`config.mk`:
```
export PLATFORM = sky130hd
export DESIGN_NAME = tcp_receive_reassembly_tracker_flat
export DESIGN_NICKNAME = d
export VERILOG_FILES = /design/src/hdl/trt_pkg.sv /design/src/hdl/trt_ifs.sv /design/src/hdl/trt_ram.sv /design/src/hdl/tcp_receive_reassembly_tracker.sv /design/src/flat_wrapper.sv
export SDC_FILE = /design/constraint.sdc
export NUM_CORES = 1
export LEC_CHECK = 0
export BUFFER_PORTS_ARGS = -buffer_cell sky130_fd_sc_hd__buf_4
export CORE_AREA = 2 2 324 326
export DETAILED_ROUTE_END_ITERATION = 10
export DIE_AREA = 0 0 326 328
export GPL_ROUTABILITY_DRIVEN = 0
export PLACE_DENSITY = 0.6
export SYNTH_ARGS = -nofsm -noshare
export SYNTH_HDL_FRONTEND = slang
export SYNTH_SLANG_ARGS = --single-unit
export TNS_END_PERCENT = 50
```
`constraint.sdc`:
```
create_clock -name i_clk -period 11.15 [get_ports i_clk]
set_input_delay 0.5575 -clock i_clk [delete_from_list [all_inputs] [get_ports i_clk]]
set_output_delay 0.5575 -clock i_clk [all_outputs]
set_load 0.01 [all_outputs]
```
`src/hdl/trt_pkg.sv`:
```
// Shared constants, types and register codes for the TCP receive reassembly tracker.
`default_nettype none

package trt_pkg;

    // Number of out-of-order segments the reassembly table can hold.
    localparam int TABLE_ENTRIES = 16;

    localparam int TBL_IDX_W = $clog2(TABLE_ENTRIES);
    localparam int MISS_W    = $clog2(TABLE_ENTRIES + 1);

    localparam int SEQ_W  = 32;
    localparam int LEN_W  = 16;
    localparam int ENTRY_W = SEQ_W + LEN_W;

    localparam logic [TBL_IDX_W-1:0] LAST_IDX    = TBL_IDX_W'(TABLE_ENTRIES - 1);
    localparam logic [MISS_W-1:0]    MISS_LIMIT  = MISS_W'(TABLE_ENTRIES);

    localparam logic [SEQ_W-1:0] BUFFER_SIZE_RST = 32'd8192;

    // Configuration register indexes.
    localparam int CFG_IDX_W = 1;
    localparam logic [CFG_IDX_W-1:0] CFG_BUFFER_SIZE     = 1'd0;
    localparam logic [CFG_IDX_W-1:0] CFG_INITIAL_ACK_SEQ = 1'd1;

    typedef enum logic [2:0] {
        S_IDLE,
        S_WALK,
        S_FREE,
        S_STORE,
        S_OUT
    } t_state;

endpackage

`default_nettype wire

```
`src/hdl/trt_ifs.sv`:
```
// Valid/ready channel interfaces for arriving segments and outgoing acks.
`default_nettype none

interface trt_seg_if import trt_pkg::*; ();
    logic             valid;
    logic             ready;
    logic [SEQ_W-1:0] segment_start;
    logic [LEN_W-1:0] segment_length;

    modport source (output valid, output segment_start, output segment_length, input ready);
    modport sink   (input valid, input segment_start, input segment_length, output ready);
endinterface

interface trt_ack_if import trt_pkg::*; ();
    logic             valid;
    logic             ready;
    logic [SEQ_W-1:0] cumulative_ack;
    logic [SEQ_W-1:0] received_bytes;
    logic [SEQ_W-1:0] sack_echo;
    logic [SEQ_W-1:0] ack_seq;
    logic             table_overflow;
    logic             transfer_done;

    modport source (output valid, output cumulative_ack, output received_bytes,
                    output sack_echo, output ack_seq, output table_overflow,
                    output transfer_done, input ready);
    modport sink   (input valid, input cumulative_ack, input received_bytes,
                    input sack_echo, input ack_seq, input table_overflow,
                    input transfer_done, output ready);
endinterface

`default_nettype wire

```
`src/hdl/trt_ram.sv`:
```
// Generic single-write, single-read RAM with registered read data.
`default_nettype none

module trt_ram #(
    parameter int WIDTH = 8,
    parameter int DEPTH = 16
) (
    input  wire logic                     i_clk,
    input  wire logic                     i_we,
    input  wire logic [$clog2(DEPTH)-1:0] i_waddr,
    input  wire logic [WIDTH-1:0]         i_wdata,
    input  wire logic [$clog2(DEPTH)-1:0] i_raddr,
    output logic      [WIDTH-1:0]         o_rdata
);

    logic [WIDTH-1:0] r_mem [DEPTH];

    always_ff @(posedge i_clk) begin
        if (i_we) begin
            r_mem[i_waddr] <= i_wdata;
        end
        o_rdata <= r_mem[i_raddr];
    end

endmodule

`default_nettype wire

```
`src/hdl/tcp_receive_reassembly_tracker.sv`:
```
// Top level of the TCP receive reassembly tracker: sequencer, state and table.
//
//   Channel   Dir  Handshake          Payload
//   i_seg     in   valid / ready      segment_start, segment_length
//   o_ack     out  valid / ready      cumulative_ack, received_bytes, sack_echo,
//                                     ack_seq, table_overflow, transfer_done
//   i_cfg_*   in   write enable only  register index, 32-bit data
//
// An item's time is set by the single read port of the segment table, which is
// swept one entry per cycle: in the chain walk, until a full lap finds no entry
// that starts at the expected index, and once more in the cleanup pass.
// Reset (synchronous, active low) empties the table by clearing its valid bits.
// An item is taken only in the idle state. A stalled ack does not stop the next
// item from being worked through; the sequencer then waits in its output state
// until the ack register frees up. Items after completion are taken and dropped.
`default_nettype none

module tcp_receive_reassembly_tracker import trt_pkg::*; (
    input  wire logic                 i_clk,
    input  wire logic                 i_rst_n,
    trt_seg_if.sink                   i_seg,
    trt_ack_if.source                 o_ack,
    input  wire logic                 i_cfg_we,
    input  wire logic [CFG_IDX_W-1:0] i_cfg_idx,
    input  wire logic [SEQ_W-1:0]     i_cfg_data
);

    // Sequencer state and the block's architectural state.
    t_state                 r_state,     n_state;
    logic [SEQ_W-1:0]       r_count,     n_count;
    logic [SEQ_W-1:0]       r_ack_ctr,   n_ack_ctr;
    logic [SEQ_W-1:0]       r_buf_size,  n_buf_size;
    logic                   r_finished,  n_finished;
    logic [TABLE_ENTRIES-1:0] r_valid,   n_valid;

    // Per-item working registers.
    logic [SEQ_W-1:0]       r_start,     n_start;
    logic [LEN_W-1:0]       r_len,       n_len;
    logic [TBL_IDX_W-1:0]   r_idx,       n_idx;
    logic [TBL_IDX_W-1:0]   r_idx_d,     n_idx_d;
    logic                   r_rd_vld,    n_rd_vld;
    logic                   r_issue_done, n_issue_done;
    logic [MISS_W-1:0]      r_miss,      n_miss;
    logic                   r_dup,       n_dup;
    logic                   r_found,     n_found;
    logic [TBL_IDX_W-1:0]   r_slot,      n_slot;
    logic                   r_ovf,       n_ovf;

    // Output register.
    logic                   r_o_valid,   n_o_valid;
    logic [SEQ_W-1:0]       r_o_cum,     n_o_cum;
    logic [SEQ_W-1:0]       r_o_recv,    n_o_recv;
    logic [SEQ_W-1:0]       r_o_echo,    n_o_echo;
    logic [SEQ_W-1:0]       r_o_seq,     n_o_seq;
    logic                   r_o_ovf,     n_o_ovf;
    logic                   r_o_done,    n_o_done;

    // Table RAM signals.
    logic                   ram_we;
    logic [ENTRY_W-1:0]     ram_rdata;
    logic [SEQ_W-1:0]       rd_start;
    logic [LEN_W-1:0]       rd_len;

    // The expected index always equals the in-order count plus one.
    logic [SEQ_W-1:0]       exp_idx;
    logic                   entry_live;
    logic                   stale;
    logic                   done_now;
    logic [MISS_W-1:0]      miss_inc;

    assign exp_idx    = r_count + SEQ_W'(1);
    assign rd_start   = ram_rdata[ENTRY_W-1:LEN_W];
    assign rd_len     = ram_rdata[LEN_W-1:0];
    assign entry_live = r_rd_vld && r_valid[r_idx_d];
    assign stale      = entry_live && (rd_start < exp_idx);
    assign done_now   = (r_count >= r_buf_size);
    assign miss_inc   = r_miss + MISS_W'(1);

    trt_ram #(
        .WIDTH (ENTRY_W),
        .DEPTH (TABLE_ENTRIES)
    ) u_table (
        .i_clk   (i_clk),
        .i_we    (ram_we),
        .i_waddr (r_slot),
        .i_wdata ({r_start, r_len}),
        .i_raddr (r_idx),
        .o_rdata (ram_rdata)
    );

    assign i_seg.ready           = (r_state == S_IDLE);
    assign o_ack.valid           = r_o_valid;
    assign o_ack.cumulative_ack  = r_o_cum;
    assign o_ack.received_bytes  = r_o_recv;
    assign o_ack.sack_echo       = r_o_echo;
    assign o_ack.ack_seq         = r_o_seq;
    assign o_ack.table_overflow  = r_o_ovf;
    assign o_ack.transfer_done   = r_o_done;

    always_comb begin
        n_state      = r_state;
        n_count      = r_count;
        n_ack_ctr    = r_ack_ctr;
        n_buf_size   = r_buf_size;
        n_finished   = r_finished;
        n_valid      = r_valid;
        n_start      = r_start;
        n_len        = r_len;
        n_idx        = r_idx;
        n_idx_d      = r_idx_d;
        n_rd_vld     = 1'b0;
        n_issue_done = r_issue_done;
        n_miss       = r_miss;
        n_dup        = r_dup;
        n_found      = r_found;
        n_slot       = r_slot;
        n_ovf        = r_ovf;
        n_o_valid    = r_o_valid && !o_ack.ready;
        n_o_cum      = r_o_cum;
        n_o_recv     = r_o_recv;
        n_o_echo     = r_o_echo;
        n_o_seq      = r_o_seq;
        n_o_ovf      = r_o_ovf;
        n_o_done     = r_o_done;
        ram_we       = 1'b0;

        case (r_state)
            S_IDLE: begin
                if (i_seg.valid && !r_finished) begin
                    n_start      = i_seg.segment_start;
                    n_len        = i_seg.segment_length;
                    if (i_seg.segment_start == exp_idx) begin
                        n_count = r_count + SEQ_W'(i_seg.segment_length);
                    end
                    n_idx        = '0;
                    n_miss       = '0;
                    n_state      = S_WALK;
                end
            end

            S_WALK: begin
                // Sweep the table circularly; the walk ends once a full lap
                // finds nothing that starts at the expected index.
                n_idx    = (r_idx == LAST_IDX) ? '0 : r_idx + TBL_IDX_W'(1);
                n_idx_d  = r_idx;
                n_rd_vld = 1'b1;
                if (r_rd_vld) begin
                    if (entry_live && rd_start == exp_idx && rd_len != '0) begin
                        n_count = r_count + SEQ_W'(rd_len);
                        n_miss  = '0;
                    end else begin
                        n_miss  = miss_inc;
                    end
                    // A matching zero-length entry ends the chain as well.
                    if ((entry_live && rd_start == exp_idx && rd_len == '0)
                            || (!(entry_live && rd_start == exp_idx)
                                && miss_inc == MISS_LIMIT)) begin
                        n_state      = S_FREE;
                        n_idx        = '0;
                        n_rd_vld     = 1'b0;
                        n_issue_done = 1'b0;
                        n_dup        = 1'b0;
                        n_found      = 1'b0;
                        n_slot       = '0;
                    end
                end
            end

            S_FREE: begin
                // One ordered pass: drop stale entries, look for a duplicate
                // start and pick the lowest free slot.
                if (!r_issue_done) begin
                    n_idx_d  = r_idx;
                    n_rd_vld = 1'b1;
                    if (r_idx == LAST_IDX) begin
                        n_issue_done = 1'b1;
                    end else begin
                        n_idx = r_idx + TBL_IDX_W'(1);
                    end
                end
                if (r_rd_vld) begin
                    if (stale) begin
                        n_valid[r_idx_d] = 1'b0;
                    end
                    if (entry_live && !stale && rd_start == r_start) begin
                        n_dup = 1'b1;
                    end
                    if ((!entry_live || stale) && !r_found) begin
                        n_found = 1'b1;
                        n_slot  = r_idx_d;
                    end
                    if (r_idx_d == LAST_IDX) begin
                        n_state = S_STORE;
                    end
                end
            end

            S_STORE: begin
                n_ack_ctr = r_ack_ctr + SEQ_W'(1);
                n_ovf     = 1'b0;
                if (r_start >= exp_idx && !r_dup) begin
                    if (r_found) begin
                        ram_we          = 1'b1;
                        n_valid[r_slot] = 1'b1;
                    end else begin
                        n_ovf = 1'b1;
                    end
                end
                n_state = S_OUT;
            end

            S_OUT: begin
                if (!r_o_valid || o_ack.ready) begin
                    n_o_valid  = 1'b1;
                    n_o_cum    = exp_idx;
                    n_o_recv   = r_count;
                    n_o_echo   = r_start;
                    n_o_seq    = r_ack_ctr;
                    n_o_ovf    = r_ovf;
                    n_o_done   = done_now;
                    n_finished = done_now;
                    n_state    = S_IDLE;
                end
            end

            default: begin
                n_state = S_IDLE;
            end
        endcase

        if (i_cfg_we) begin
            case (i_cfg_idx)
                CFG_BUFFER_SIZE: begin
                    n_buf_size = i_cfg_data;
                end
                CFG_INITIAL_ACK_SEQ: begin
                    n_ack_ctr = i_cfg_data;
                end
                default: begin
                    n_buf_size = r_buf_size;
                end
            endcase
        end
    end

    // Control state.
    always_ff @(posedge i_clk) begin
        if (!i_rst_n) begin
            r_state    <= S_IDLE;
            r_count    <= '0;
            r_ack_ctr  <= '0;
            r_buf_size <= BUFFER_SIZE_RST;
            r_finished <= 1'b0;
            r_valid    <= '0;
            r_rd_vld   <= 1'b0;
            r_o_valid  <= 1'b0;
        end else begin
            r_state    <= n_state;
            r_count    <= n_count;
            r_ack_ctr  <= n_ack_ctr;
            r_buf_size <= n_buf_size;
            r_finished <= n_finished;
            r_valid    <= n_valid;
            r_rd_vld   <= n_rd_vld;
            r_o_valid  <= n_o_valid;
        end
    end

    // Working and payload registers.
    always_ff @(posedge i_clk) begin
        r_start      <= n_start;
        r_len        <= n_len;
        r_idx        <= n_idx;
        r_idx_d      <= n_idx_d;
        r_issue_done <= n_issue_done;
        r_miss       <= n_miss;
        r_dup        <= n_dup;
        r_found      <= n_found;
        r_slot       <= n_slot;
        r_ovf        <= n_ovf;
        r_o_cum      <= n_o_cum;
        r_o_recv     <= n_o_recv;
        r_o_echo     <= n_o_echo;
        r_o_seq      <= n_o_seq;
        r_o_ovf      <= n_o_ovf;
        r_o_done     <= n_o_done;
    end

endmodule

`default_nettype wire

```
`src/flat_wrapper.sv`:
```
// flat-port wrapper written by rule: the top's interface ports become plain ports
module tcp_receive_reassembly_tracker_flat import trt_pkg::*;
  (i_clk, i_rst_n, i_cfg_we, i_cfg_idx, i_cfg_data, i_seg_valid, i_seg_segment_start, i_seg_segment_length, i_seg_ready, o_ack_valid, o_ack_cumulative_ack, o_ack_received_bytes, o_ack_sack_echo, o_ack_ack_seq, o_ack_table_overflow, o_ack_transfer_done, o_ack_ready);
  trt_seg_if i_seg_i ();
  trt_ack_if o_ack_i ();
  input  wire logic i_clk;
  input  wire logic i_rst_n;
  input  wire logic i_cfg_we;
  input  wire logic [CFG_IDX_W-1:0] i_cfg_idx;
  input  wire logic [SEQ_W-1:0] i_cfg_data;
  input wire logic [$bits(i_seg_i.valid)-1:0] i_seg_valid;
  input wire logic [$bits(i_seg_i.segment_start)-1:0] i_seg_segment_start;
  input wire logic [$bits(i_seg_i.segment_length)-1:0] i_seg_segment_length;
  output wire logic [$bits(i_seg_i.ready)-1:0] i_seg_ready;
  output wire logic [$bits(o_ack_i.valid)-1:0] o_ack_valid;
  output wire logic [$bits(o_ack_i.cumulative_ack)-1:0] o_ack_cumulative_ack;
  output wire logic [$bits(o_ack_i.received_bytes)-1:0] o_ack_received_bytes;
  output wire logic [$bits(o_ack_i.sack_echo)-1:0] o_ack_sack_echo;
  output wire logic [$bits(o_ack_i.ack_seq)-1:0] o_ack_ack_seq;
  output wire logic [$bits(o_ack_i.table_overflow)-1:0] o_ack_table_overflow;
  output wire logic [$bits(o_ack_i.transfer_done)-1:0] o_ack_transfer_done;
  input wire logic [$bits(o_ack_i.ready)-1:0] o_ack_ready;
  assign i_seg_i.valid = i_seg_valid;
  assign i_seg_i.segment_start = i_seg_segment_start;
  assign i_seg_i.segment_length = i_seg_segment_length;
  assign i_seg_ready = i_seg_i.ready;
  assign o_ack_valid = o_ack_i.valid;
  assign o_ack_cumulative_ack = o_ack_i.cumulative_ack;
  assign o_ack_received_bytes = o_ack_i.received_bytes;
  assign o_ack_sack_echo = o_ack_i.sack_echo;
  assign o_ack_ack_seq = o_ack_i.ack_seq;
  assign o_ack_table_overflow = o_ack_i.table_overflow;
  assign o_ack_transfer_done = o_ack_i.transfer_done;
  assign o_ack_i.ready = o_ack_ready;
  tcp_receive_reassembly_tracker u_core (.i_clk(i_clk), .i_rst_n(i_rst_n), .i_seg(i_seg_i), .o_ack(o_ack_i), .i_cfg_we(i_cfg_we), .i_cfg_idx(i_cfg_idx), .i_cfg_data(i_cfg_data));
endmodule
```
[Word level (Yosys, flattened, before mapping)]
Memory sizes are Yosys's and may differ from the RTL's. A register that Yosys moved wholly into a read port is not among the register bits.
Cells that the tools add are included.
Storage, ports and cells
  bits in read-only memories: 0
  output and inout port bits: 132
  word-level logic and storage cells: 178
  bits in latches: 0
  RAM bits: 768
  memories: 1
  input bits: 86
  register bits after elaboration: 317
Cells by class
  $lt $le $gt $ge: 7
  shift-type cells: 0
  bitwise gates (word level): 4
  reduce and logical (&&, ||, !) cells: 44
  div/mod/pow operators: 0
  eq/ne operators: 25
  $mul: 0
  $add $sub $neg: 6
  mux-type cells: 67
Memory list
  u_core.u_table.r_mem: depth 16, width 48, read ports 1, clocked after Yosys merged registers in 1, write ports 1, RTL line trt_ram.sv:16  | logic [WIDTH-1:0] r_mem [DEPTH];
Operators with widths (count)
  32-bit 2-to-1 mux: 7
  32-bit equality test: 3
  32-bit by 1-bit adder with 32-bit output, second input constant: 2
  32-bit by 16-bit adder with 32-bit output: 2
  32-bit greater-or-equal comparator: 2
  16-bit 2-to-1 mux: 4
  32-bit one-hot mux with 2 select lines: 1
  4-bit 2-to-1 mux: 11
  32-bit less-than comparator: 1
  16-bit one-hot mux with 2 select lines: 1
  2-bit by 1-bit != test with 1-bit output, second input constant: 13
  1-bit 2-to-1 mux: 22
  5-bit AND reduction: 4
  3-bit 2-to-1 mux: 6
  16-bit AND: 1
  16-bit zero test: 1
  16-bit NOT: 1
  16-bit OR: 1
  4-bit one-hot mux with 2 select lines: 2
  16-bit nonzero test: 1
  5-bit 2-to-1 mux: 3
  3-bit one-hot mux with 5 select lines: 1
  1-bit logical AND: 14
  4-bit one-hot mux with 3 select lines: 1
  other kinds (24): 48

[Longest topological paths before layout]
Gate-level depths: netlist of the first run.
  word-level depth: 10
  gate-level depth with buffers: 19
  mapped depth without buffers: 16

[By module]
Synthesis of the first run repeated with hierarchy kept, for this count alone.
Second synthesis, totals
  cells, all modules: 2846
  area total of the unflattened synthesis: 46490.8 um2
Modules (own cells, without submodules)
  trt_ram: times used 1, cells an instance 1242, area each 29691.0 um2, sequential area each 24023.0 um2
  tcp_receive_reassembly_tracker: times used 1, cells an instance 1604, area each 16799.9 um2, sequential area each 8338.0 um2

[Worst setup path before layout of the first run]
OpenSTA, ideal clock, no wires.
  path kind: register to register
  from: reg u_core.r_count[20]
  to: mem u_core.u_table.r_mem[0][0] (netlist bit), enable pin
  data arrival time: 7.261 ns
  path slack: 3.366 ns
  buffers on the path: 2
  required time: 10.627 ns
  stages on the path, launching flop included: 19
  period minus slack after synthesis: 7.784 ns
  setup time: 0.523 ns
  cells stage by stage: dfxtp_1 buf_2 nand4_1 or4_1 or2_1 buf_2 nor2_1 xor2_1 inv_1 ha_1 nand4_1 nor2_1 and4b_1 o2111ai_1 o21ai_0 o21ai_0 o211ai_1 nor4b_1 nor3b_1
Between the ends
  longest elaborated chain between the ends: 7
Ends and longest elaborated chain
  from (decl): RTL line tcp_receive_reassembly_tracker.sv:30  | logic [SEQ_W-1:0] r_count, n_count;
  from (signal assigned): RTL line tcp_receive_reassembly_tracker.sv:259  | r_count <= n_count;
  32-bit by 1-bit adder with 32-bit output: RTL line tcp_receive_reassembly_tracker.sv:71  | assign exp_idx = r_count + SEQ_W'(1);
  via u_core.exp_idx[25]: RTL line tcp_receive_reassembly_tracker.sv:65  | logic [SEQ_W-1:0] exp_idx;
  32-bit greater-or-equal comparator: RTL line tcp_receive_reassembly_tracker.sv:201  | if (r_start >= exp_idx && !r_dup) begin
  1-bit logical AND: RTL line tcp_receive_reassembly_tracker.sv:201
  1-bit 2-to-1 mux: RTL line tcp_receive_reassembly_tracker.sv:201
  1-bit 2-to-1 mux: RTL line tcp_receive_reassembly_tracker.sv:127  | case (r_state)
  1-bit 2-to-1 mux: RTL line trt_ram.sv:19  | if (i_we) begin
  1-bit 2-to-1 mux (not written as such): RTL line trt_ram.sv:20  | r_mem[i_waddr] <= i_wdata;
  to (decl): RTL line trt_ram.sv:16
The timed path passes the listed nets, and every way through them passes these cells.

[Worst setup path in the final report of the first run]
  from: reg u_core.r_count[12]
  to: mem u_core.u_table.r_mem[2][9] (netlist bit), enable pin
The elaborated chain is that of the path after synthesis.

==> flow_summary.ini, run 1 <==
[synthesis]
synthMostInstantiatedCell = edfxtp_1
ys.flop_type = edfxtp_1
syn_area_per_cell_um2 = 15.2
ys_ff_latch = 1133
yosysWarnings = 0
synth.cell_area_mm2 = 0.0473
synth_cells = 3112
synth_cell_types = 86
synth_common_cells = edfxtp_1 (967), nand2_1 (219), mux2i_1 (170), dfxtp_1 (166), o21ai_0 (143)
synth-edff-count = 967
yosysSeqAreaShare_pct = 68.4
yosysTopAreaCellShare_pct = 61.3
syn_nets = 3314
netlist.top_cell.by_area = edfxtp_1
synth_area_leaders = edfxtp_1 (61%), dfxtp_1 (7.0%), mux4_2 (4.8%)
async_flop_share_pct = 0

[timing]
fmax_ghz = 0.147
setup_tns_ns = 0
hold_violations = 0
skew_ns = 0.0361
min_period_ns = 6.81
setup_ws_ns = 4.34
slew_headroom_pct = 12.6
drv_slew = 0
setup_violations = 0
rsz0062_at_grt = no
worst_slew_pin_slew_ns = 1.31
fin_crit_sh_pct = 61.1

[min_path]
hp-class = input pin to flop
hold_start = i_seg_segment_length[3]

[power]
power_density_mw_per_mm2 = 220
leakage_nw = 18.7
ir_worst_vdd_mv = 0.210

[setup_path]
rrSetupSlack_ns = 4.34
startpoint = u_core.r_count[12]$_SDFFE_PN0P_
worstSetupPathType = flop to flop
critPathSlowestCell = nor2b_4
arrival_ns = 7.14
reg2reg_from = u_core.r_count[12]$_SDFFE_PN0P_
critPathCaptureType = flop
crit_path_cell_trace = and4_1 -> nand4_1 -> nor2_1 -> nor4b_2 -> xnor2_1 -> inv_1 -> ha_1 -> nand4_1 -> nor2_1 -> and4b_1 -> o2111ai_1 -> o21ai_0 -> o21ai_0 -> o211ai_1 -> nor4b_1 -> nor2b_4 -> buf_4
start_kind = flop
crit_required_ns = 11.48
crit_path_max_fanout = 25
slowest_delay_ns = 0.93

[routing]
ant_nets = 0
vias = 28800
drt_iter0_drc = 3092
drc = 0
routed_via_density = 5.96
drtPass1Iterations = 6
wirelength_um = 133000
avgRoutedWirePerCell_um = 27.6

[floorplanning]
rows = 118
pin_count = 218
design.core.area_mm2 = 0.103
start_util_pct = 45.9
dieArea_mm2 = 0.107
die_w_um = 326
die_h_um = 328

[clock_network]
cts_setup_buffers = 0
cts.clk_slew.worst_paths_ns = 0.07
cts_tree = yes
cts_max_level = 3
numCtsBuffers = 113
clock_sinks = 1133
clock_path_buffers = 3
clk_latency_ns = 0.71
cts_resized = 0
cts-hold-fix-buffers = 0
cts_root_buf = clkbuf_16

[layout]
fin_nets = 3548
regArea_mm2 = 0.0324
areaGrowthSynthToFinish_pct = 15.5
layout-drive-gt1-share_pct = 19.4
fin_cells = 4829
fill_cells = 8346
multiInputGateArea_mm2 = 0.0142

[global_routing]
grt_use_total_pct = 24.6
grt_pass1_wl_um = 194000
grt_max_degree = 107
grt_antenna_before_repair = 6
grt_overflow = 0
grt_pass1_vias = 28600

[placed_design]
io_buffers = 217
dpl_worst_slack_ns = 4.48
dpl.cell_count = 4611
dp_hpwl_um = 87300

[flow_run]
cap_viol_max_count = 0

[outcome]
status = complete, no violations
stage by stage:
| stage | area (um2) | utilization (%) | total power [mW] | hold WS, ns |
|---|---|---|---|---|
| 2_1_floorplan | 47300 | - | 7.02 | 0.400 |
| 3_3_place_gp | 50600 | 49.1 | 8.00 | 0.447 |
| 3_5_place_dp | 50600 | 49.1 | 8.04 | 0.450 |
| 4_1_cts | 54700 | 53.0 | 12.1 | 0.00223 |
| 5_1_grt | 54700 | 53.0 | 12.5 | 0.0273 |
| 6_report | 54700 | 53.0 | 12.0 | 0.0500 |
worst paths after layout:
path / to / depth (start not counted)
hold reg to reg: u_core.r_buf_size[15]$_SDFFE_PN0P_ / 2
hold / removal: u_core.r_len[3]$_DFFE_PP_ / 1
setup reg to reg: u_core.u_table.r_mem[2][9]$_DFFE_PP_ / 17
setup / recovery: u_core.u_table.r_mem[2][9]$_DFFE_PP_ / 17
metal layers:
layer  up-vias  global-route usage, %  part of all wire (%)
li1      12600                      -                     -
met1     14600                   35.2                    43
met2      1329                   37.9                    45
met3       221                   5.21                   8.7
met4         6                   7.46                   2.7
met5         -                      0                 0.029
power by group:
part           switching, mW  internal (mW)  leakage (nW)  total [mW]
sequential             0.356           4.89          10.2        5.25
combinational           1.65           1.09          6.56        2.74
clock                   1.66           2.39          1.97        4.05
total                   3.66           8.37          18.7        12.0
cell usage in the layout (no fill, tap or decap), drive strengths merged, types with 22 or more instances in the layout:
cell type and n:
o21ai 146, xor2 52, inv 94, clkinv 43, nand2 220, a21oi 139, clkbuf 150, a21o 31
nand2b 32, a221oi 48, buf 270, mux2 66, and3 22, a211oi 39, nand3 60, mux4 101
nor4 23, nand4 56, nor2 88, xnor2 74, dfxtp 166, edfxtp 967, mux2i 170, a22oi 49
ha 115
critical path: cells and delay by family (launching register included):
| kind | cells | cell delay, ns |
|---|---|---|
| AOI/OAI and AO/OA | 4 | 0.93 |
| DFF | 1 | 0.55 |
| buffers and inverters | 2 | 0.68 |
| adders and majority gates | 1 | 0.31 |
| and+or+nand+nor | 9 | 3.70 |
| xor gates and xnor gates | 1 | 0.22 |
sequential cells by signal (all words and copies together), names as in the netlist, 3 cells and up:
name and cells:
u_core.r_slot 4, u_core.r_ack_ctr 32, u_core.r_valid 16, u_core.r_len 16
u_core.o_ack.received_bytes 32, u_core.r_miss 5, u_core.u_table.o_rdata 48, u_core.r_buf_size 32
u_core.o_ack.cumulative_ack 32, u_core.r_idx 4, u_core.r_start 32, u_core.r_state 3
u_core.r_count 32, u_core.r_idx_d 4, u_core.o_ack.ack_seq 32, u_core.o_ack.sack_echo 32
u_core.u_table.r_mem 768
final cells by class:
class | count | share of cell area (%)
clock inverter | 66 | 1.55
antenna | 2 | 0.00916
clock buffer | 150 | 5.82
multi-input combinational | 1736 | 25.9
timing repair buffer | 270 | 3.73
sequential | 1133 | 59.2
inverter | 92 | 0.641
tap | 1380 | 3.16
cells by family (layout without fill, tap and decap cells):
family                   after synthesis  after routing  share of synthesized area [%]
AND/OR/NAND/NOR                      601            601                           6.48
buffers and inverters                243            578                           2.02
flip-flops                          1133           1133                           68.4
other                                  0              2                              0
XOR/XNOR                             133            133                           2.67
multiplexers                         337            337                           9.97
adder cells (fa/ha/maj)              117            117                           3.10
AO/OA/AOI/OAI                        548            548                           7.41
Power figures use the tool's default switching activity.
==> run 2: changes to the inputs <==
==> constraint.sdc (replaced) <==
create_clock -name i_clk -period 6.5 [get_ports i_clk]
set_input_delay 0.325 -clock i_clk [delete_from_list [all_inputs] [get_ports i_clk]]
set_output_delay 0.325 -clock i_clk [all_outputs]
set_load 0.01 [all_outputs]
==> run 2 against run 1 <==
Against the previous run: worst setup slack worse by 3.7 ns; combinational power up 81%; largest cell class unchanged; sequential share of layout area down 0.90 points; flip-flop and latch count unchanged; global-route usage down 0.12 points; critical path depth unchanged; die area unchanged.
==> flow_summary.ini, run 2 (synthesized netlist as in run 1, its figures left out) <==
[layout]
fin_nets = 3652
final_common_cell = edfxtp_1
largest_reg_flops = 768
layout-drive-gt1-share_pct = 18.9
areaGrowthSynthToFinish_pct = 17.2
regArea_mm2 = 0.0324
top_register = u_core.u_table.r_mem
multiInputGateArea_mm2 = 0.0142
final_cell_mix = edfxtp_1 (967), buf_4 (280), nand2_1 (218)
reg_top3 = u_core.u_table.r_mem x768, u_core.u_table.o_rdata x48
fill_cells = 8329

[global_routing]
grt_max_degree = 119
grt_overflow = 0
grt_pass1_vias = 28900
grt_use_total_pct = 24.5
grt_pass1_wl_um = 194000
grt_antenna_before_repair = 6

[floorplanning]
design.core.area_mm2 = 0.103
die_h_um = 328
start_util_pct = 45.9
pin_count = 218
dieArea_mm2 = 0.107
rows = 118
die_w_um = 326

[clock_network]
cts.clk_slew.worst_paths_ns = 0.06
clock_path_buffers = 3
cts_max_level = 3
clock_sinks = 1133
clk_latency_ns = 0.70
cts_tree = yes
cts_setup_buffers = 0
numCtsBuffers = 112
cts_root_buf = clkbuf_16

[setup_path]
worstSetupPathType = flop to flop
arrival_ns = 6.21
start_kind = flop
critPathCaptureType = flop
startpoint = u_core.r_count[13]$_SDFFE_PN0P_
crit_required_ns = 6.86
reg2reg_from = u_core.r_count[13]$_SDFFE_PN0P_
crit_path_max_fanout = 48

[timing]
rsz0062_at_grt = no
setup_ws_ns = 0.642
fin_crit_sh_pct = 90.1
skew_ns = 0.0286
hold_violations = 0
drv_slew = 0
setup_violations = 0
hold_slack_ns = 0.101
fmax_ghz = 0.171
slew_headroom_pct = 27.0
min_period_ns = 5.86
worst_slew_pin_slew_ns = 1.10

[routing]
drt_iter0_drc = 3171
vias = 29200
drtPass1Iterations = 6
routed_via_density = 5.93
avgRoutedWirePerCell_um = 26.8
drc = 0
ant_nets = 0
wirelength_um = 132000

[outcome]
status = complete, no violations

[power]
leakage_nw = 19.0
finalPower_mw = 20.5
ir_worst_vdd_mv = 0.302
power_density_mw_per_mm2 = 369

[flow_run]
cap_viol_max_count = 0

[placed_design]
dp_hpwl_um = 90500
dpl_worst_slack_ns = 0.753
io_buffers = 217

[min_path]
hp-class = input pin to flop
hold_start = o_ack_ready
## run 2: cell count changes in the layout (fill, tap and decap cells not counted), moves of 2 or more
| cell | before | now |
|---|---|---|
| buf_12 | 1 | 13 |
| buf_4 | 269 | 280 |
| bufinv_16 | 16 | 13 |
| clkbuf_1 | 19 | 32 |
| clkbuf_16 | 116 | 114 |
| clkbuf_8 | 15 | 3 |
| clkinv_1 | 12 | 14 |
| clkinv_4 | 4 | 1 |
| dlygate4sd3_1 | 0 | 82 |
| inv_6 | 2 | 7 |
## run 2: timing repair
action	4_1_cts	5_1_grt
hold buffers	82	0
endpoints found under the hold margin	112	0
gates resized for setup	0	0
## run 2: worst max-delay path: stages, from the launching register on
cell and delay [ns]:
dfxtp_1 0.52, and4_1 0.50, nand4_1 0.26, nor2_1 0.29, nor4b_2 0.51, xnor2_1 0.21, inv_1 0.12, ha_1 0.33
nand4_1 0.15, nor2_1 0.17, and4b_1 0.29, o2111ai_1 0.13, o21ai_0 0.20, o21ai_0 0.12, o211ai_1 0.36, nand3_1 0.60
nor3_2 0.38, buf_12 0.33
## run 2: per-stage QoR
step	area (um2)	TNS [ns]	utilization [%]	cells
after detailed placement	51000	0	49.4	4634
final	55500	0	53.8	4929
after floorplan	47400	-86.11	-	3112
after global placement	51000	0	49.4	4634
after CTS	55500	0	53.8	4926
after global routing	55500	0	53.8	4926
## run 2: final cells by class
cell class,count,area share [%]
antenna,3,0.0135
clock buffer,149,5.43
clock inverter,61,1.26
inverter,92,0.631
multi-input combinational,1736,25.5
sequential,1133,58.3
tap,1380,3.11
timing repair buffer,375,5.73
## run 2: path summary, 6_finish.rpt
check | endpoint | slack (ns) | cells after the start
hold reg to reg | u_core.r_buf_size[10]$_SDFFE_PN0P_ | 0.45 | 2
setup / recovery | u_core.u_table.r_mem[12][18]$_DFFE_PP_ | 0.64 | 17
hold / removal | u_core.o_ack.valid$_SDFF_PN0_ | 0.10 | 3
setup reg to reg | u_core.u_table.r_mem[12][18]$_DFFE_PP_ | 0.64 | 17
## run 2: metal layers
layer  track usage, %  routed length (um)
met4             6.56                3280
met2             36.1               57300
met3             4.09               11600
met1             37.6               60100
met5                0                   0
## run 2: power breakdown
part / switching (mW) / leakage (nW) / internal (mW)
sequential: 0.582 / 10.2 / 8.40
combinational: 3.01 / 7.06 / 1.94
clock: 2.76 / 1.81 / 3.79
